--- config.mk ---
export PLATFORM = sky130hd
export DESIGN_NAME = multitouch_slot_event_generator
export DESIGN_NICKNAME = d
export VERILOG_FILES = /design/src/rtl/mtse_pkg.sv /design/src/rtl/mtse_scale.sv /design/src/rtl/multitouch_slot_event_generator.sv
export SDC_FILE = /design/constraint.sdc
export NUM_CORES = 1
export LEC_CHECK = 0
export BUFFER_PORTS_ARGS = -buffer_cell sky130_fd_sc_hd__buf_2
export CAP_MARGIN = 20
export CORE_MARGIN = 1
export CORE_UTILIZATION = 55
export CTS_BUF_LIST = sky130_fd_sc_hd__clkbuf_8
export DETAILED_ROUTE_END_ITERATION = 8
export PLACE_DENSITY = 0.8
export REMOVE_ABC_BUFFERS = 1
export SETUP_SLACK_MARGIN = 0.1
export SYNTH_ARGS = -nofsm -noshare
export SYNTH_HDL_FRONTEND = slang
export SYNTH_SLANG_ARGS = --single-unit
--- constraint.sdc ---
create_clock -name i_clk -period 12.9 [get_ports i_clk]
set_clock_uncertainty 0.1 [all_clocks]
set_input_delay 1.29 -clock i_clk [delete_from_list [all_inputs] [get_ports i_clk]]
set_output_delay 1.29 -clock i_clk [all_outputs]
set_load 0.005 [all_outputs]
--- src/rtl/mtse_pkg.sv ---
// ----------------------------------------------------------------------------
// mtse_pkg: shared definitions for the multitouch slot event generator
// Holds field widths, event type and code values, command and register
// codes, default parameter values and the scale unit request/response types.
// ----------------------------------------------------------------------------
package mtse_pkg;

    // Fixed field widths.
    localparam int COORD_W = 16;
    localparam int TYPE_W  = 2;
    localparam int CODE_W  = 9;
    localparam int VALUE_W = 17;
    localparam int SLOT_W  = 4;
    localparam int ROT_W   = 3;
    localparam int CFG_IDX_W  = 2;
    localparam int CFG_DATA_W = 16;

    // Defaults for the top level parameters.
    localparam int SLOT_COUNT_DEF  = 10;
    localparam int PANEL_X_MAX_DEF = 14399;
    localparam int PANEL_Y_MAX_DEF = 31999;

    // Event types.
    localparam logic [TYPE_W-1:0] EV_SYN = 2'd0;
    localparam logic [TYPE_W-1:0] EV_KEY = 2'd1;
    localparam logic [TYPE_W-1:0] EV_ABS = 2'd3;

    // Event codes.
    localparam logic [CODE_W-1:0] CODE_REPORT = 9'h000;
    localparam logic [CODE_W-1:0] CODE_SLOT   = 9'h02f;
    localparam logic [CODE_W-1:0] CODE_TRACK  = 9'h039;
    localparam logic [CODE_W-1:0] CODE_POS_X  = 9'h035;
    localparam logic [CODE_W-1:0] CODE_POS_Y  = 9'h036;
    localparam logic [CODE_W-1:0] CODE_TOUCH  = 9'h14a;

    // Rotation code that selects the reflected X axis in landscape.
    localparam logic [ROT_W-1:0] ROT_90 = 3'd1;
    localparam logic [ROT_W-1:0] ROT_UNKNOWN = 3'd4;

    // Configuration register indexes.
    localparam logic [CFG_IDX_W-1:0] CFG_FRAME_WIDTH  = 2'd0;
    localparam logic [CFG_IDX_W-1:0] CFG_FRAME_HEIGHT = 2'd1;
    localparam logic [CFG_IDX_W-1:0] CFG_ROTATION     = 2'd2;
    localparam logic [CFG_IDX_W-1:0] CFG_BTN_ENABLE   = 2'd3;

    typedef enum logic [1:0] {
        MODE_DOWN  = 2'd0,
        MODE_MOVE  = 2'd1,
        MODE_UP    = 2'd2,
        MODE_RESET = 2'd3
    } t_mode;

    // Request to the shared scale unit: round(coord*lim/den) or its
    // reflection lim - coord*lim/den, clamped to 0..lim.
    typedef struct packed {
        logic               start;
        logic               reflect;
        logic [COORD_W-1:0] coord;
        logic [COORD_W-1:0] lim;
        logic [COORD_W-1:0] den;
    } t_scale_req;

    typedef struct packed {
        logic               done;
        logic [COORD_W-1:0] value;
    } t_scale_rsp;

endpackage

--- src/rtl/mtse_scale.sv ---
// ----------------------------------------------------------------------------
// mtse_scale: shared coordinate scaling unit
// One multiply, then a restoring divide one quotient bit per cycle, giving
// floor((2*num + den) / (2*den)) clamped to 0..lim. A request that rounds to zero
// or clamps at the first check skips the divide.
// ----------------------------------------------------------------------------
module mtse_scale
    import mtse_pkg::*;
(
    input  logic       i_clk,
    input  logic       i_rst_n,
    input  t_scale_req i_req,
    output t_scale_rsp o_rsp
);

    localparam int QUO_W  = COORD_W;
    localparam int STEP_W = $clog2(QUO_W);
    localparam int DIFF_W = COORD_W + 1;
    localparam int PROD_W = 2 * DIFF_W;
    localparam int T_W    = PROD_W + 2;
    localparam int DIV_W  = COORD_W + 1;

    typedef enum logic [2:0] {
        S_IDLE,
        S_MUL,
        S_PREP,
        S_DIV,
        S_FIN
    } t_state;

    t_state                     r_state;
    logic signed [DIFF_W-1:0]   r_diff;
    logic [COORD_W-1:0]         r_lim;
    logic [COORD_W-1:0]         r_den;
    logic signed [PROD_W-1:0]   r_prod;
    logic [DIV_W-1:0]           r_rem;
    logic [QUO_W-1:0]           r_quo;
    logic [STEP_W-1:0]          r_cnt;
    logic                       r_done;
    logic [COORD_W-1:0]         r_value;

    logic [T_W-1:0]   w_t;
    logic [DIV_W-1:0] w_div;
    logic [DIV_W:0]   w_trial;
    logic             w_ge;
    logic             w_clamp;

    // The doubled numerator plus the denominator, sign extended.
    assign w_t     = {r_prod[PROD_W-1], r_prod, 1'b0} + {{(T_W - COORD_W){1'b0}}, r_den};
    assign w_div   = {r_den, 1'b0};
    assign w_trial = {r_rem, r_quo[QUO_W-1]};
    assign w_ge    = w_trial >= {1'b0, w_div};
    assign w_clamp = w_t[QUO_W+DIV_W-1:QUO_W] >= w_div;

    always_ff @(posedge i_clk) begin
        if (!i_rst_n) begin
            r_state <= S_IDLE;
            r_done  <= 1'b0;
        end else begin
            r_done <= ((r_state == S_PREP) && (w_t[T_W-1] || w_clamp)) ||
                      (r_state == S_FIN);
            unique case (r_state)
                S_IDLE: begin
                    if (i_req.start) begin
                        r_lim <= i_req.lim;
                        r_den <= i_req.den;
                        if (i_req.reflect) begin
                            r_diff <= signed'({1'b0, i_req.den}) - signed'({1'b0, i_req.coord});
                        end else begin
                            r_diff <= signed'({1'b0, i_req.coord});
                        end
                        r_state <= S_MUL;
                    end
                end
                S_MUL: begin
                    r_prod  <= PROD_W'(signed'({1'b0, r_lim})) * PROD_W'(r_diff);
                    r_state <= S_PREP;
                end
                S_PREP: begin
                    if (w_t[T_W-1]) begin
                        // Below the half-way point of zero: rounds to zero.
                        r_value <= '0;
                        r_state <= S_IDLE;
                    end else if (w_clamp) begin
                        // Quotient would not fit the coordinate width, so it clamps.
                        r_value <= r_lim;
                        r_state <= S_IDLE;
                    end else begin
                        r_rem   <= w_t[QUO_W+DIV_W-1:QUO_W];
                        r_quo   <= w_t[QUO_W-1:0];
                        r_cnt   <= '0;
                        r_state <= S_DIV;
                    end
                end
                S_DIV: begin
                    if (w_ge) begin
                        r_rem <= DIV_W'(w_trial - {1'b0, w_div});
                    end else begin
                        r_rem <= w_trial[DIV_W-1:0];
                    end
                    r_quo <= {r_quo[QUO_W-2:0], w_ge};
                    r_cnt <= r_cnt + 1'b1;
                    if (r_cnt == STEP_W'(QUO_W - 1)) begin
                        r_state <= S_FIN;
                    end
                end
                S_FIN: begin
                    r_value <= (r_quo > r_lim) ? r_lim : r_quo;
                    r_state <= S_IDLE;
                end
                default: r_state <= S_IDLE;
            endcase
        end
    end

    assign o_rsp.done  = r_done;
    assign o_rsp.value = r_value;

endmodule

--- src/rtl/multitouch_slot_event_generator.sv ---
// ----------------------------------------------------------------------------
// multitouch_slot_event_generator: touch commands to multitouch input events
// Tracks busy contact slots and turns each command word into a run of event
// words ending in a report word; frame points are scaled to panel space.
// ----------------------------------------------------------------------------
// One command word is taken at a time; o_in_stall stays high until its last
// event word has been loaded into the output register. A down or move word
// runs the shared scale unit twice, once per axis; a zero frame dimension
// skips scaling, and the point is then mapped to zero. A session reset sweeps
// the slot map one slot per cycle, pausing at each busy slot while its release
// events are sent. A down, move or up word whose slot is at or above
// SLOT_COUNT is taken and produces nothing. The output register holds one
// event word, and the next word is loaded in the same cycle that the current
// one is taken. Configuration writes are meant to happen while no command is
// in progress.
// ----------------------------------------------------------------------------
module multitouch_slot_event_generator
    import mtse_pkg::*;
#(
    parameter int SLOT_COUNT  = SLOT_COUNT_DEF,
    parameter int PANEL_X_MAX = PANEL_X_MAX_DEF,
    parameter int PANEL_Y_MAX = PANEL_Y_MAX_DEF
) (
    input  logic                         i_clk,
    input  logic                         i_rst_n,

    // Command channel.
    input  logic                         i_in_valid,
    output logic                         o_in_stall,
    input  logic [1:0]                   i_mode,
    input  logic [SLOT_W-1:0]            i_slot,
    input  logic [COORD_W-1:0]           i_contact_id,
    input  logic [COORD_W-1:0]           i_frame_x,
    input  logic [COORD_W-1:0]           i_frame_y,

    // Event channel.
    output logic                         o_out_valid,
    input  logic                         i_out_stall,
    output logic [TYPE_W-1:0]            o_event_type,
    output logic [CODE_W-1:0]            o_event_code,
    output logic signed [VALUE_W-1:0]    o_event_value,
    output logic                         o_last_event,

    // Configuration write port.
    input  logic                         i_cfg_we,
    input  logic [CFG_IDX_W-1:0]         i_cfg_index,
    input  logic [CFG_DATA_W-1:0]        i_cfg_data
);

    // Counter width that can hold SLOT_COUNT itself; slot index width.
    localparam int CNT_W   = $clog2(SLOT_COUNT + 1);
    localparam int SLOT_IW = (SLOT_COUNT > 1) ? $clog2(SLOT_COUNT) : 1;

    typedef enum logic [3:0] {
        S_IDLE,
        S_MAP_X,
        S_WAIT_X,
        S_WAIT_Y,
        S_KEY,
        S_SLOT,
        S_TRACK,
        S_POS_X,
        S_POS_Y,
        S_SWEEP,
        S_SYN
    } t_state;

    // Configuration registers.
    logic [COORD_W-1:0] r_frame_width;
    logic [COORD_W-1:0] r_frame_height;
    logic [ROT_W-1:0]   r_rotation;
    logic               r_btn_enable;

    // Slot map.
    logic [SLOT_COUNT-1:0] r_slot_busy;
    logic [CNT_W-1:0]      r_busy_count;

    // Sequencer and the command being worked on.
    t_state                r_state;
    t_mode                 r_mode;
    logic [SLOT_W-1:0]     r_slot;
    logic [COORD_W-1:0]    r_contact_id;
    logic [COORD_W-1:0]    r_frame_x;
    logic [COORD_W-1:0]    r_frame_y;
    logic                  r_key;
    logic [SLOT_COUNT-1:0] r_sweep_mask;
    logic [CNT_W-1:0]      r_idx;
    logic [COORD_W-1:0]    r_px;
    logic [COORD_W-1:0]    r_py;
    logic                  r_req_start;
    logic                  r_axis_y;

    // Output register.
    logic                  r_out_valid;
    logic [TYPE_W-1:0]     r_out_type;
    logic [CODE_W-1:0]     r_out_code;
    logic [VALUE_W-1:0]    r_out_value;
    logic                  r_out_last;

    logic                  w_accept;
    logic                  w_can_load;
    logic                  w_emit_state;
    logic                  w_slot_ok;
    logic [SLOT_IW-1:0]    w_slot_idx;
    logic                  w_slot_was_busy;
    logic                  w_landscape;
    logic                  w_rot90;
    logic                  w_zero_frame;
    t_mode                 w_mode;
    t_state                w_after_map;
    t_scale_req            w_req;
    t_scale_rsp            w_rsp;

    assign o_in_stall  = (r_state != S_IDLE);
    assign w_accept    = i_in_valid && !o_in_stall;

    // An event word may be loaded when the register is empty or being taken.
    assign w_can_load  = !r_out_valid || !i_out_stall;

    // States that load one event word each.
    assign w_emit_state = (r_state == S_KEY) || (r_state == S_SLOT) ||
                          (r_state == S_TRACK) || (r_state == S_POS_X) ||
                          (r_state == S_POS_Y) || (r_state == S_SYN);

    assign w_mode          = t_mode'(i_mode);
    assign w_slot_ok       = (5'(i_slot) < 5'(SLOT_COUNT));
    assign w_slot_idx      = i_slot[SLOT_IW-1:0];
    assign w_slot_was_busy = r_slot_busy[w_slot_idx];

    // Landscape frames swap the axes; there, rotation 90 reflects X and every other
    // rotation code reflects Y.
    assign w_landscape  = r_frame_width > r_frame_height;
    assign w_rot90      = (r_rotation == ROT_90);
    assign w_zero_frame = (r_frame_width == '0) || (r_frame_height == '0);

    // After mapping, a down word may lead with the touch key event.
    assign w_after_map = (r_mode == MODE_DOWN && r_key) ? S_KEY : S_SLOT;

    always_comb begin
        w_req.start = r_req_start;
        if (!r_axis_y) begin
            w_req.lim     = COORD_W'(PANEL_X_MAX);
            w_req.coord   = w_landscape ? r_frame_y : r_frame_x;
            w_req.den     = w_landscape ? r_frame_height : r_frame_width;
            w_req.reflect = w_landscape && w_rot90;
        end else begin
            w_req.lim     = COORD_W'(PANEL_Y_MAX);
            w_req.coord   = w_landscape ? r_frame_x : r_frame_y;
            w_req.den     = w_landscape ? r_frame_width : r_frame_height;
            w_req.reflect = w_landscape && !w_rot90;
        end
    end

    mtse_scale u_scale (
        .i_clk   (i_clk),
        .i_rst_n (i_rst_n),
        .i_req   (w_req),
        .o_rsp   (w_rsp)
    );

    // Configuration registers.
    always_ff @(posedge i_clk) begin
        if (!i_rst_n) begin
            r_frame_width  <= '0;
            r_frame_height <= '0;
            r_rotation     <= ROT_UNKNOWN;
            r_btn_enable   <= 1'b1;
        end else if (i_cfg_we) begin
            unique case (i_cfg_index)
                CFG_FRAME_WIDTH:  r_frame_width  <= i_cfg_data;
                CFG_FRAME_HEIGHT: r_frame_height <= i_cfg_data;
                CFG_ROTATION:     r_rotation     <= i_cfg_data[ROT_W-1:0];
                CFG_BTN_ENABLE:   r_btn_enable   <= i_cfg_data[0];
                default: ;
            endcase
        end
    end

    // Sequencer: the slot map is updated when a command is taken, and the
    // event words follow one per state, each waiting for room in the output
    // register.
    always_ff @(posedge i_clk) begin
        if (!i_rst_n) begin
            r_state      <= S_IDLE;
            r_out_valid  <= 1'b0;
            r_slot_busy  <= '0;
            r_busy_count <= '0;
            r_req_start  <= 1'b0;
            r_axis_y     <= 1'b0;
        end else begin
            // The scale unit starts on the X axis after mapping begins, and on
            // the Y axis once the X answer is in.
            r_req_start <= ((r_state == S_MAP_X) && !w_zero_frame) ||
                           ((r_state == S_WAIT_X) && w_rsp.done);
            if (r_out_valid && !i_out_stall && !w_emit_state) begin
                r_out_valid <= 1'b0;
            end

            unique case (r_state)
                S_IDLE: begin
                    if (w_accept) begin
                        r_mode       <= w_mode;
                        r_slot       <= i_slot;
                        r_contact_id <= i_contact_id;
                        r_frame_x    <= i_frame_x;
                        r_frame_y    <= i_frame_y;
                        if (w_mode == MODE_RESET) begin
                            // Snapshot the busy slots for the sweep, then free all.
                            r_sweep_mask <= r_slot_busy;
                            r_slot_busy  <= '0;
                            r_busy_count <= '0;
                            r_key        <= r_btn_enable && (r_busy_count != '0);
                            r_idx        <= '0;
                            r_state      <= S_SWEEP;
                        end else if (w_slot_ok) begin
                            unique case (w_mode)
                                MODE_DOWN: begin
                                    r_key <= r_btn_enable && (r_busy_count == '0);
                                    r_slot_busy[w_slot_idx] <= 1'b1;
                                    if (!w_slot_was_busy) begin
                                        r_busy_count <= r_busy_count + 1'b1;
                                    end
                                    r_state <= S_MAP_X;
                                end
                                MODE_MOVE: begin
                                    r_key   <= 1'b0;
                                    r_state <= S_MAP_X;
                                end
                                default: begin
                                    // Up: the key is released once no slot is busy.
                                    r_slot_busy[w_slot_idx] <= 1'b0;
                                    r_busy_count <= r_busy_count - CNT_W'(w_slot_was_busy);
                                    r_key <= r_btn_enable &&
                                        ((r_busy_count - CNT_W'(w_slot_was_busy)) == '0);
                                    r_state <= S_SLOT;
                                end
                            endcase
                        end
                    end
                end
                S_MAP_X: begin
                    if (w_zero_frame) begin
                        r_px    <= '0;
                        r_py    <= '0;
                        r_state <= w_after_map;
                    end else begin
                        r_axis_y <= 1'b0;
                        r_state  <= S_WAIT_X;
                    end
                end
                S_WAIT_X: begin
                    if (w_rsp.done) begin
                        r_px     <= w_rsp.value;
                        r_axis_y <= 1'b1;
                        r_state  <= S_WAIT_Y;
                    end
                end
                S_WAIT_Y: begin
                    if (w_rsp.done) begin
                        r_py    <= w_rsp.value;
                        r_state <= w_after_map;
                    end
                end
                S_KEY: begin
                    if (w_can_load) begin
                        r_out_valid <= 1'b1;
                        r_out_type  <= EV_KEY;
                        r_out_code  <= CODE_TOUCH;
                        r_out_value <= VALUE_W'(r_mode == MODE_DOWN);
                        r_out_last  <= 1'b0;
                        r_state     <= (r_mode == MODE_DOWN) ? S_SLOT : S_SYN;
                    end
                end
                S_SLOT: begin
                    if (w_can_load) begin
                        r_out_valid <= 1'b1;
                        r_out_type  <= EV_ABS;
                        r_out_code  <= CODE_SLOT;
                        r_out_value <= VALUE_W'(r_slot);
                        r_out_last  <= 1'b0;
                        r_state     <= (r_mode == MODE_MOVE) ? S_POS_X : S_TRACK;
                    end
                end
                S_TRACK: begin
                    if (w_can_load) begin
                        r_out_valid <= 1'b1;
                        r_out_type  <= EV_ABS;
                        r_out_code  <= CODE_TRACK;
                        r_out_last  <= 1'b0;
                        if (r_mode == MODE_DOWN) begin
                            r_out_value <= {1'b0, r_contact_id};
                            r_state     <= S_POS_X;
                        end else if (r_mode == MODE_UP) begin
                            r_out_value <= '1;
                            r_state     <= r_key ? S_KEY : S_SYN;
                        end else begin
                            r_out_value <= '1;
                            r_idx       <= r_idx + 1'b1;
                            r_state     <= S_SWEEP;
                        end
                    end
                end
                S_POS_X: begin
                    if (w_can_load) begin
                        r_out_valid <= 1'b1;
                        r_out_type  <= EV_ABS;
                        r_out_code  <= CODE_POS_X;
                        r_out_value <= {1'b0, r_px};
                        r_out_last  <= 1'b0;
                        r_state     <= S_POS_Y;
                    end
                end
                S_POS_Y: begin
                    if (w_can_load) begin
                        r_out_valid <= 1'b1;
                        r_out_type  <= EV_ABS;
                        r_out_code  <= CODE_POS_Y;
                        r_out_value <= {1'b0, r_py};
                        r_out_last  <= 1'b0;
                        r_state     <= S_SYN;
                    end
                end
                S_SWEEP: begin
                    // Release each snapshotted slot in ascending order.
                    if (r_idx == CNT_W'(SLOT_COUNT)) begin
                        r_state <= r_key ? S_KEY : S_SYN;
                    end else if (r_sweep_mask[r_idx[SLOT_IW-1:0]]) begin
                        r_slot  <= SLOT_W'(r_idx);
                        r_state <= S_SLOT;
                    end else begin
                        r_idx <= r_idx + 1'b1;
                    end
                end
                S_SYN: begin
                    if (w_can_load) begin
                        r_out_valid <= 1'b1;
                        r_out_type  <= EV_SYN;
                        r_out_code  <= CODE_REPORT;
                        r_out_value <= '0;
                        r_out_last  <= 1'b1;
                        r_state     <= S_IDLE;
                    end
                end
                default: r_state <= S_IDLE;
            endcase
        end
    end

    assign o_out_valid   = r_out_valid;
    assign o_event_type  = r_out_type;
    assign o_event_code  = r_out_code;
    assign o_event_value = signed'(r_out_value);
    assign o_last_event  = r_out_last;

    // The busy count always matches the slot map.
    a_count_matches_map: assert property (@(posedge i_clk) disable iff (!i_rst_n)
        r_busy_count == CNT_W'($countones(r_slot_busy)))
        else $error("busy count does not match the slot map");

    // A session reset or an in-range command always starts a run.
    a_accept_starts_run: assert property (@(posedge i_clk) disable iff (!i_rst_n)
        w_accept && (w_mode == MODE_RESET || w_slot_ok) |=> o_in_stall)
        else $error("accepted command did not start an event run");

    // The scale unit answers only while the sequencer waits for it.
    a_scale_done_expected: assert property (@(posedge i_clk) disable iff (!i_rst_n)
        w_rsp.done |-> (r_state == S_WAIT_X || r_state == S_WAIT_Y))
        else $error("scale unit finished outside a mapping wait");

    // The report word is the only one that closes a run.
    a_last_is_report: assert property (@(posedge i_clk) disable iff (!i_rst_n)
        r_out_valid && r_out_last |-> r_out_type == EV_SYN)
        else $error("last event word is not a report");

endmodule
# After elaboration in Yosys (flattened, before gate mapping)
# Cells that the tools add are included.
[classes]
add_sub_neg = 7
mul = 1
magnitude_cmp = 8
eq_ne = 52
mux = 107
n_bitwise = 3
reduce_logical = 77
[op_table]
columns = ["cell", "count"]
rows = [
  ["$mux 16", 12],
  ["$mux 17", 10],
  ["$mux 4", 32],
  ["$pmux 16 s2", 4],
  ["$pmux 17 s6", 1],
  ["$mux 9", 6],
  ["$pmux 9 s6", 1],
  ["$mux 49", 1],
  ["$pmux 4 s11", 1],
  ["$ne 2x2->1 const B", 19],
  ["$add 35x17->36", 1],
  ["$mul 17x17->34", 1],
  ["$pmux 17 s2", 1],
  ["$gt 16x16->1", 2],
  ["$logic_not 16->1", 2],
  ["$reduce_and 4->1", 7],
  ["$pmux 4 s2", 3],
  ["$eq 4x4->1 const B", 5],
  ["$mux 10", 2],
  ["$pmux 10 s2", 1],
  ["$ge 18x17->1", 1],
  ["$ge 17x17->1", 1],
  ["$sub 16x16->17", 1],
  ["$sub 17x17->17", 1],
  ["other kinds (48)", 139],
]
[totals]
reg_bits = 327
output_inout_bits = 31
word_cells = 290

# Longest topological paths before layout
[logic_depth]
word_depth = 11
mapped_depth = 24

# Modules after synthesis
# A second synthesis with hierarchy kept.
[hier_totals]
hier_cells = 2763
area_unflattened_um2 = 27244.9
[modules_own_cells]
columns = ["module", "instances", "cells_each", "area_each_um2"]
rows = [
  ["mtse_scale", 1, 1875, 18079.8],
  ["multitouch_slot_event_generator", 1, 888, 9165.0],
]

# Worst setup path before layout
# No wires, ideal clock.
[synth_path]
path_type = "reg2reg"
from = "register u_scale.r_den[1]"
to = "register u_scale.r_cnt[0], enable pin"
arrival_time_ns = 6.358
required_ns = 12.313
path_slack_ns = 5.955
stages_incl_launch_ff = 19
n_path_buf = 0
synth_period_minus_slack_ns = 6.945
path_cell_list = "edfxtp_1 ha_1 fa_1 a21oi_1 nor2_1 o31a_1 o311a_1 nor2_1 nor2_1 xnor2_1 inv_1 ha_1 a21o_1 a21o_1 a21oi_1 o21ai_0 or2_2 o31a_1 o31ai_1"
[synth_between]
elab_chain_cells = 4
elab_cells_between_ends = 5
[synth_lines]
columns = ["item", "line", "text"]
rows = [
  ["start, declared", "mtse_scale.sv:34", "logic [COORD_W-1:0] r_den;"],
  ["start signal, assigned", "mtse_scale.sv:66", "r_den <= i_req.den;"],
  ["$add 35x17->36", "mtse_scale.sv:49", "assign w_t = {r_prod[PROD_W-1], r_prod, 1'b0} + {{(T_W - COORD_W){1'b0}}, r_den};"],
  ["$ge 17x17->1", "mtse_scale.sv:53", "assign w_clamp = w_t[QUO_W+DIV_W-1:QUO_W] >= w_div;"],
  ["$ne 2x2->1 (no source line)", "-", ""],
  ["$reduce_and 4->1 (no source line) *", "-", ""],
  ["end signal, assigned", "mtse_scale.sv:102", "r_cnt <= r_cnt + 1'b1;"],
  ["end, declared", "mtse_scale.sv:38", "logic [STEP_W-1:0] r_cnt;"],
]
# Mark *: on every way between the ends. The rest lies on a longest branch, timed or not.
# A chain may end at the register's enable or synchronous reset.

# Worst setup path after layout
[layout_path]
from = "register u_scale.r_lim[10]"
to = "register u_scale.r_prod[32], data pin"
[layout_between]
elab_chain_cells = 1
[layout_lines]
columns = ["item", "line", "text"]
rows = [
  ["start, declared", "mtse_scale.sv:33", "logic [COORD_W-1:0] r_lim;"],
  ["start signal, assigned", "mtse_scale.sv:65", "r_lim <= i_req.lim;"],
  ["$mul 17x17->34", "mtse_scale.sv:76", "r_prod <= PROD_W'(signed'({1'b0, r_lim})) * PROD_W'(r_diff);"],
  ["end signal, assigned", "mtse_scale.sv:76", ""],
  ["end, declared", "mtse_scale.sv:35", "logic signed [PROD_W-1:0] r_prod;"],
]
# Every way passes these cells.

==> flow_summary.toml <==
[run_status]
status = "complete, no violations"

[clocking]
cts_setup_buffers = 0
clockRootBuffer = "clkbuf_8"
h-tree-depth = 2
cts_tree = "done"
cts_buffers = 52
path_clk_slew_ns = 0.06
clock_sinks = 310
insertion_delay_ns = 0.64
clock_path_buffers = 3
cts-resized-gates = 0
hold_buffers = 0

[finish]
final_common_cell = "inv_1"
final_util_pct = 60.7
final_area_mm2 = 0.0255
nets = 2880
n_fill_cell = 3390
drive_above_1_share_pct = 10.8
diodes = 0
layout_common_cells = "inv_1 (334), edfxtp_1 (249), ha_1 (233)"
syn2layout_area_growth_pct = 8.75

[timing]
setup_viol = 0
whs_ns = 0.380
fin_tns_setup_ns = 0
finalWorstPathRequiredPeriod_ns = 7.53
max-slew-margin-rel_pct = 35.3
hold_viol_final = 0
tightest_slew_ns = 0.944
finalCritPeriodShare_pct = 58.4
fmax_ghz = 0.133
drv_slew = 0
rsz0062_at_grt = "no"

[grt]
grt_pass1_vias = 17600
grt_pass1_wl_um = 87600
grt_max_degree = 42
grt_remaining_overflow = 0
grt_antenna_before_repair = 1
grt_use_total_pct = 25.0

[placement]
portBuffers = 106
place_area_mm2 = 0.0244
routabilityCongestion = 0.942
dpl.hpwl_um = 41700

[synthesis]
synth-seq-cells = 310
ys_top_cells_by_area = "edfxtp_1 (32%), ha_1 (12%), fa_1 (11%), dfxtp_1 (5.2%), inv_1 (5.1%)"
synth_cells = 2347
seq_area_frac_synth_pct = 37.0
synth_edf_count = 249
synth_top_family_by_area = "adder cells"
netlist_area_mm2 = 0.0235
synth.largest_area_cell = "edfxtp_1"
synthAdderAreaFrac_pct = 23.2
ys_warn_count = 0
synth_mux_area_share_pct = 4.54
avgSynthCellArea_um2 = 10.0
ys_types = 83
synth_compound_area_share_pct = 12.1
synth-main-ff-cell = "edfxtp_1"
yosys.area_share.simple_pct = 13.4
synth_top_area_share_pct = 31.8
synth-xor-area-share_pct = 3.03
synthArstFlopShare_pct = 0

[die]
placementRows = 75
die_w_um = 209
io_pins = 108
initial_core_util_pct = 55.8
dieHeight_um = 209
die-area_mm2 = 0.0435
core-area_mm2 = 0.0420

[power_and_ir_drop]
p_leak_nw = 11.2
p_per_area_mw_per_mm2 = 197
ir_drop_uv = 214

[routing]
drtAntennaViolNets = 0
vias_per_cell = 5.80
drc = 0
drt-wirelength-per-cell_um = 17.8
num_vias = 17500
firstDrtPassIters = 6
drtIter0Drc = 1483
totalWireLength_um = 53900

[run]
drv_cap = 0

[worst_setup_path]
critPathCaptureType = "register"
cp-start-kind = "register"
criticalPathCategory = "register to register"
cp.arrival_ns = 7.78
cp.required_ns = 13.15
cp_max_fo = 14

[min_path]
worstHoldPathType = "register to register"
==> area by class of cell <==
type	count	area [µm²]	share of cell area, %
multi-input combinational	1635	13200	51.8
sequential	310	8700	34.1
inverter	322	1210	4.73
clock buffer	59	812	3.18
timing repair buffer	123	677	2.65
tap	539	674	2.64
clock inverter	36	240	0.941
==> routing by layer <==
metal / wire (µm) / up-vias / global-route usage [%]
met5: 0 / - / 0
met1: 22100 / 8361 / 30.8
li1: - / 8372 / -
met3: 3460 / 151 / 4.10
met4: 2180 / 0 / 10.8
met2: 26100 / 649 / 43.5
==> flip-flops by register name, indices dropped and copies added (netlist names), 17 cells and up <==
signal,flops
u_scale.r_diff,17
o_event_value,17
u_scale.r_prod,34
u_scale.r_rem,17
==> worst max-delay path, cell delays in order, from the launching register on <==
cell	delay [ns]
edfxtp_1	0.61
clkinv_1	0.61
nor2_1	0.49
fa_1	0.52
xor2_1	0.17
ha_1	0.29
inv_1	0.05
fa_1	0.48
inv_1	0.06
fa_1	0.51
fa_1	0.56
inv_1	0.06
fa_1	0.53
inv_1	0.04
ha_1	0.35
a21o_1	0.18
a41oi_1	0.29
nand3_1	0.11
nor3_1	0.24
nor4_1	0.13
a311oi_1	0.55
o21ai_1	0.16
xor2_1	0.17
==> kinds of logic after synthesis <==
logic type,Yosys count
AO/OA/AOI/OAI,447
XOR/XNOR,79
adder cells (fa/ha/maj),359
buffers and inverters,403
flip-flops,310
multiplexers,91
other,1
AND/OR/NAND/NOR,657
==> power breakdown <==
part / total (W) / internal, W / switching (W) / leakage, nW
Clock: 0.000887 / 0.000479 / 0.000408 / 0.590
Sequential: 0.00140 / 0.00133 / 0.0000716 / 2.76
Combinational: 0.00275 / 0.00115 / 0.00160 / 7.81
Total: 0.00504 / 0.00296 / 0.00208 / 11.2
==> cell usage after synthesis (all sizes together) (5+ instances only) <==
| master | instances |
|---|---|
| xnor2 | 49 |
| nor2b | 20 |
| nor4 | 19 |
| a31oi | 21 |
| a21o | 35 |
| nand3 | 51 |
| mux2i | 42 |
| nand4 | 24 |
| o21bai | 5 |
| nor2 | 168 |
| nand3b | 13 |
| and2 | 46 |
| a41oi | 5 |
| o31ai | 11 |
| edfxtp | 249 |
| ha | 233 |
| nor3 | 28 |
| o31a | 11 |
| mux2 | 45 |
| a21boi | 8 |
| a211oi | 19 |
| or2 | 8 |
| buf | 18 |
| xor2 | 30 |
| a21oi | 142 |
| and3 | 16 |
| nand2b | 25 |
| o211ai | 7 |
| fa | 126 |
| a2111oi | 6 |
| inv | 321 |
| clkbuf | 63 |
| o22ai | 9 |
| dfxtp | 61 |
| or3 | 8 |
| o21ai | 104 |
| nand2 | 211 |
| a221oi | 9 |
| o2111ai | 6 |
| o21a | 18 |
==> path summary, 6_finish.rpt <==
kind / from / end / slack, ns / cells past startpoint
worst max-delay path: u_scale.r_lim[10]$_DFFE_PP_ / u_scale.r_prod[32]$_DFFE_PP_ / 5.37 / 22
worst min-delay path: r_slot_busy[3]$_SDFFE_PN0P_ / r_sweep_mask[3]$_DFFE_PP_ / 0.38 / 0
worst max register to register: u_scale.r_lim[10]$_DFFE_PP_ / u_scale.r_prod[32]$_DFFE_PP_ / 5.37 / 22
worst min register to register: r_slot_busy[3]$_SDFFE_PN0P_ / r_sweep_mask[3]$_DFFE_PP_ / 0.38 / 0
==> metrics by stage <==
stage               power [W]  setup slack [ns]  std cells
floorplan             0.00349              5.95       2267
global placement      0.00400              5.82       2923
detailed placement    0.00412              5.54       2925
CTS                   0.00503              5.51       3020
global route          0.00544              4.98       3024
finish                0.00504              5.37       3024
Note: power is estimated with default switching activity, not from simulation.
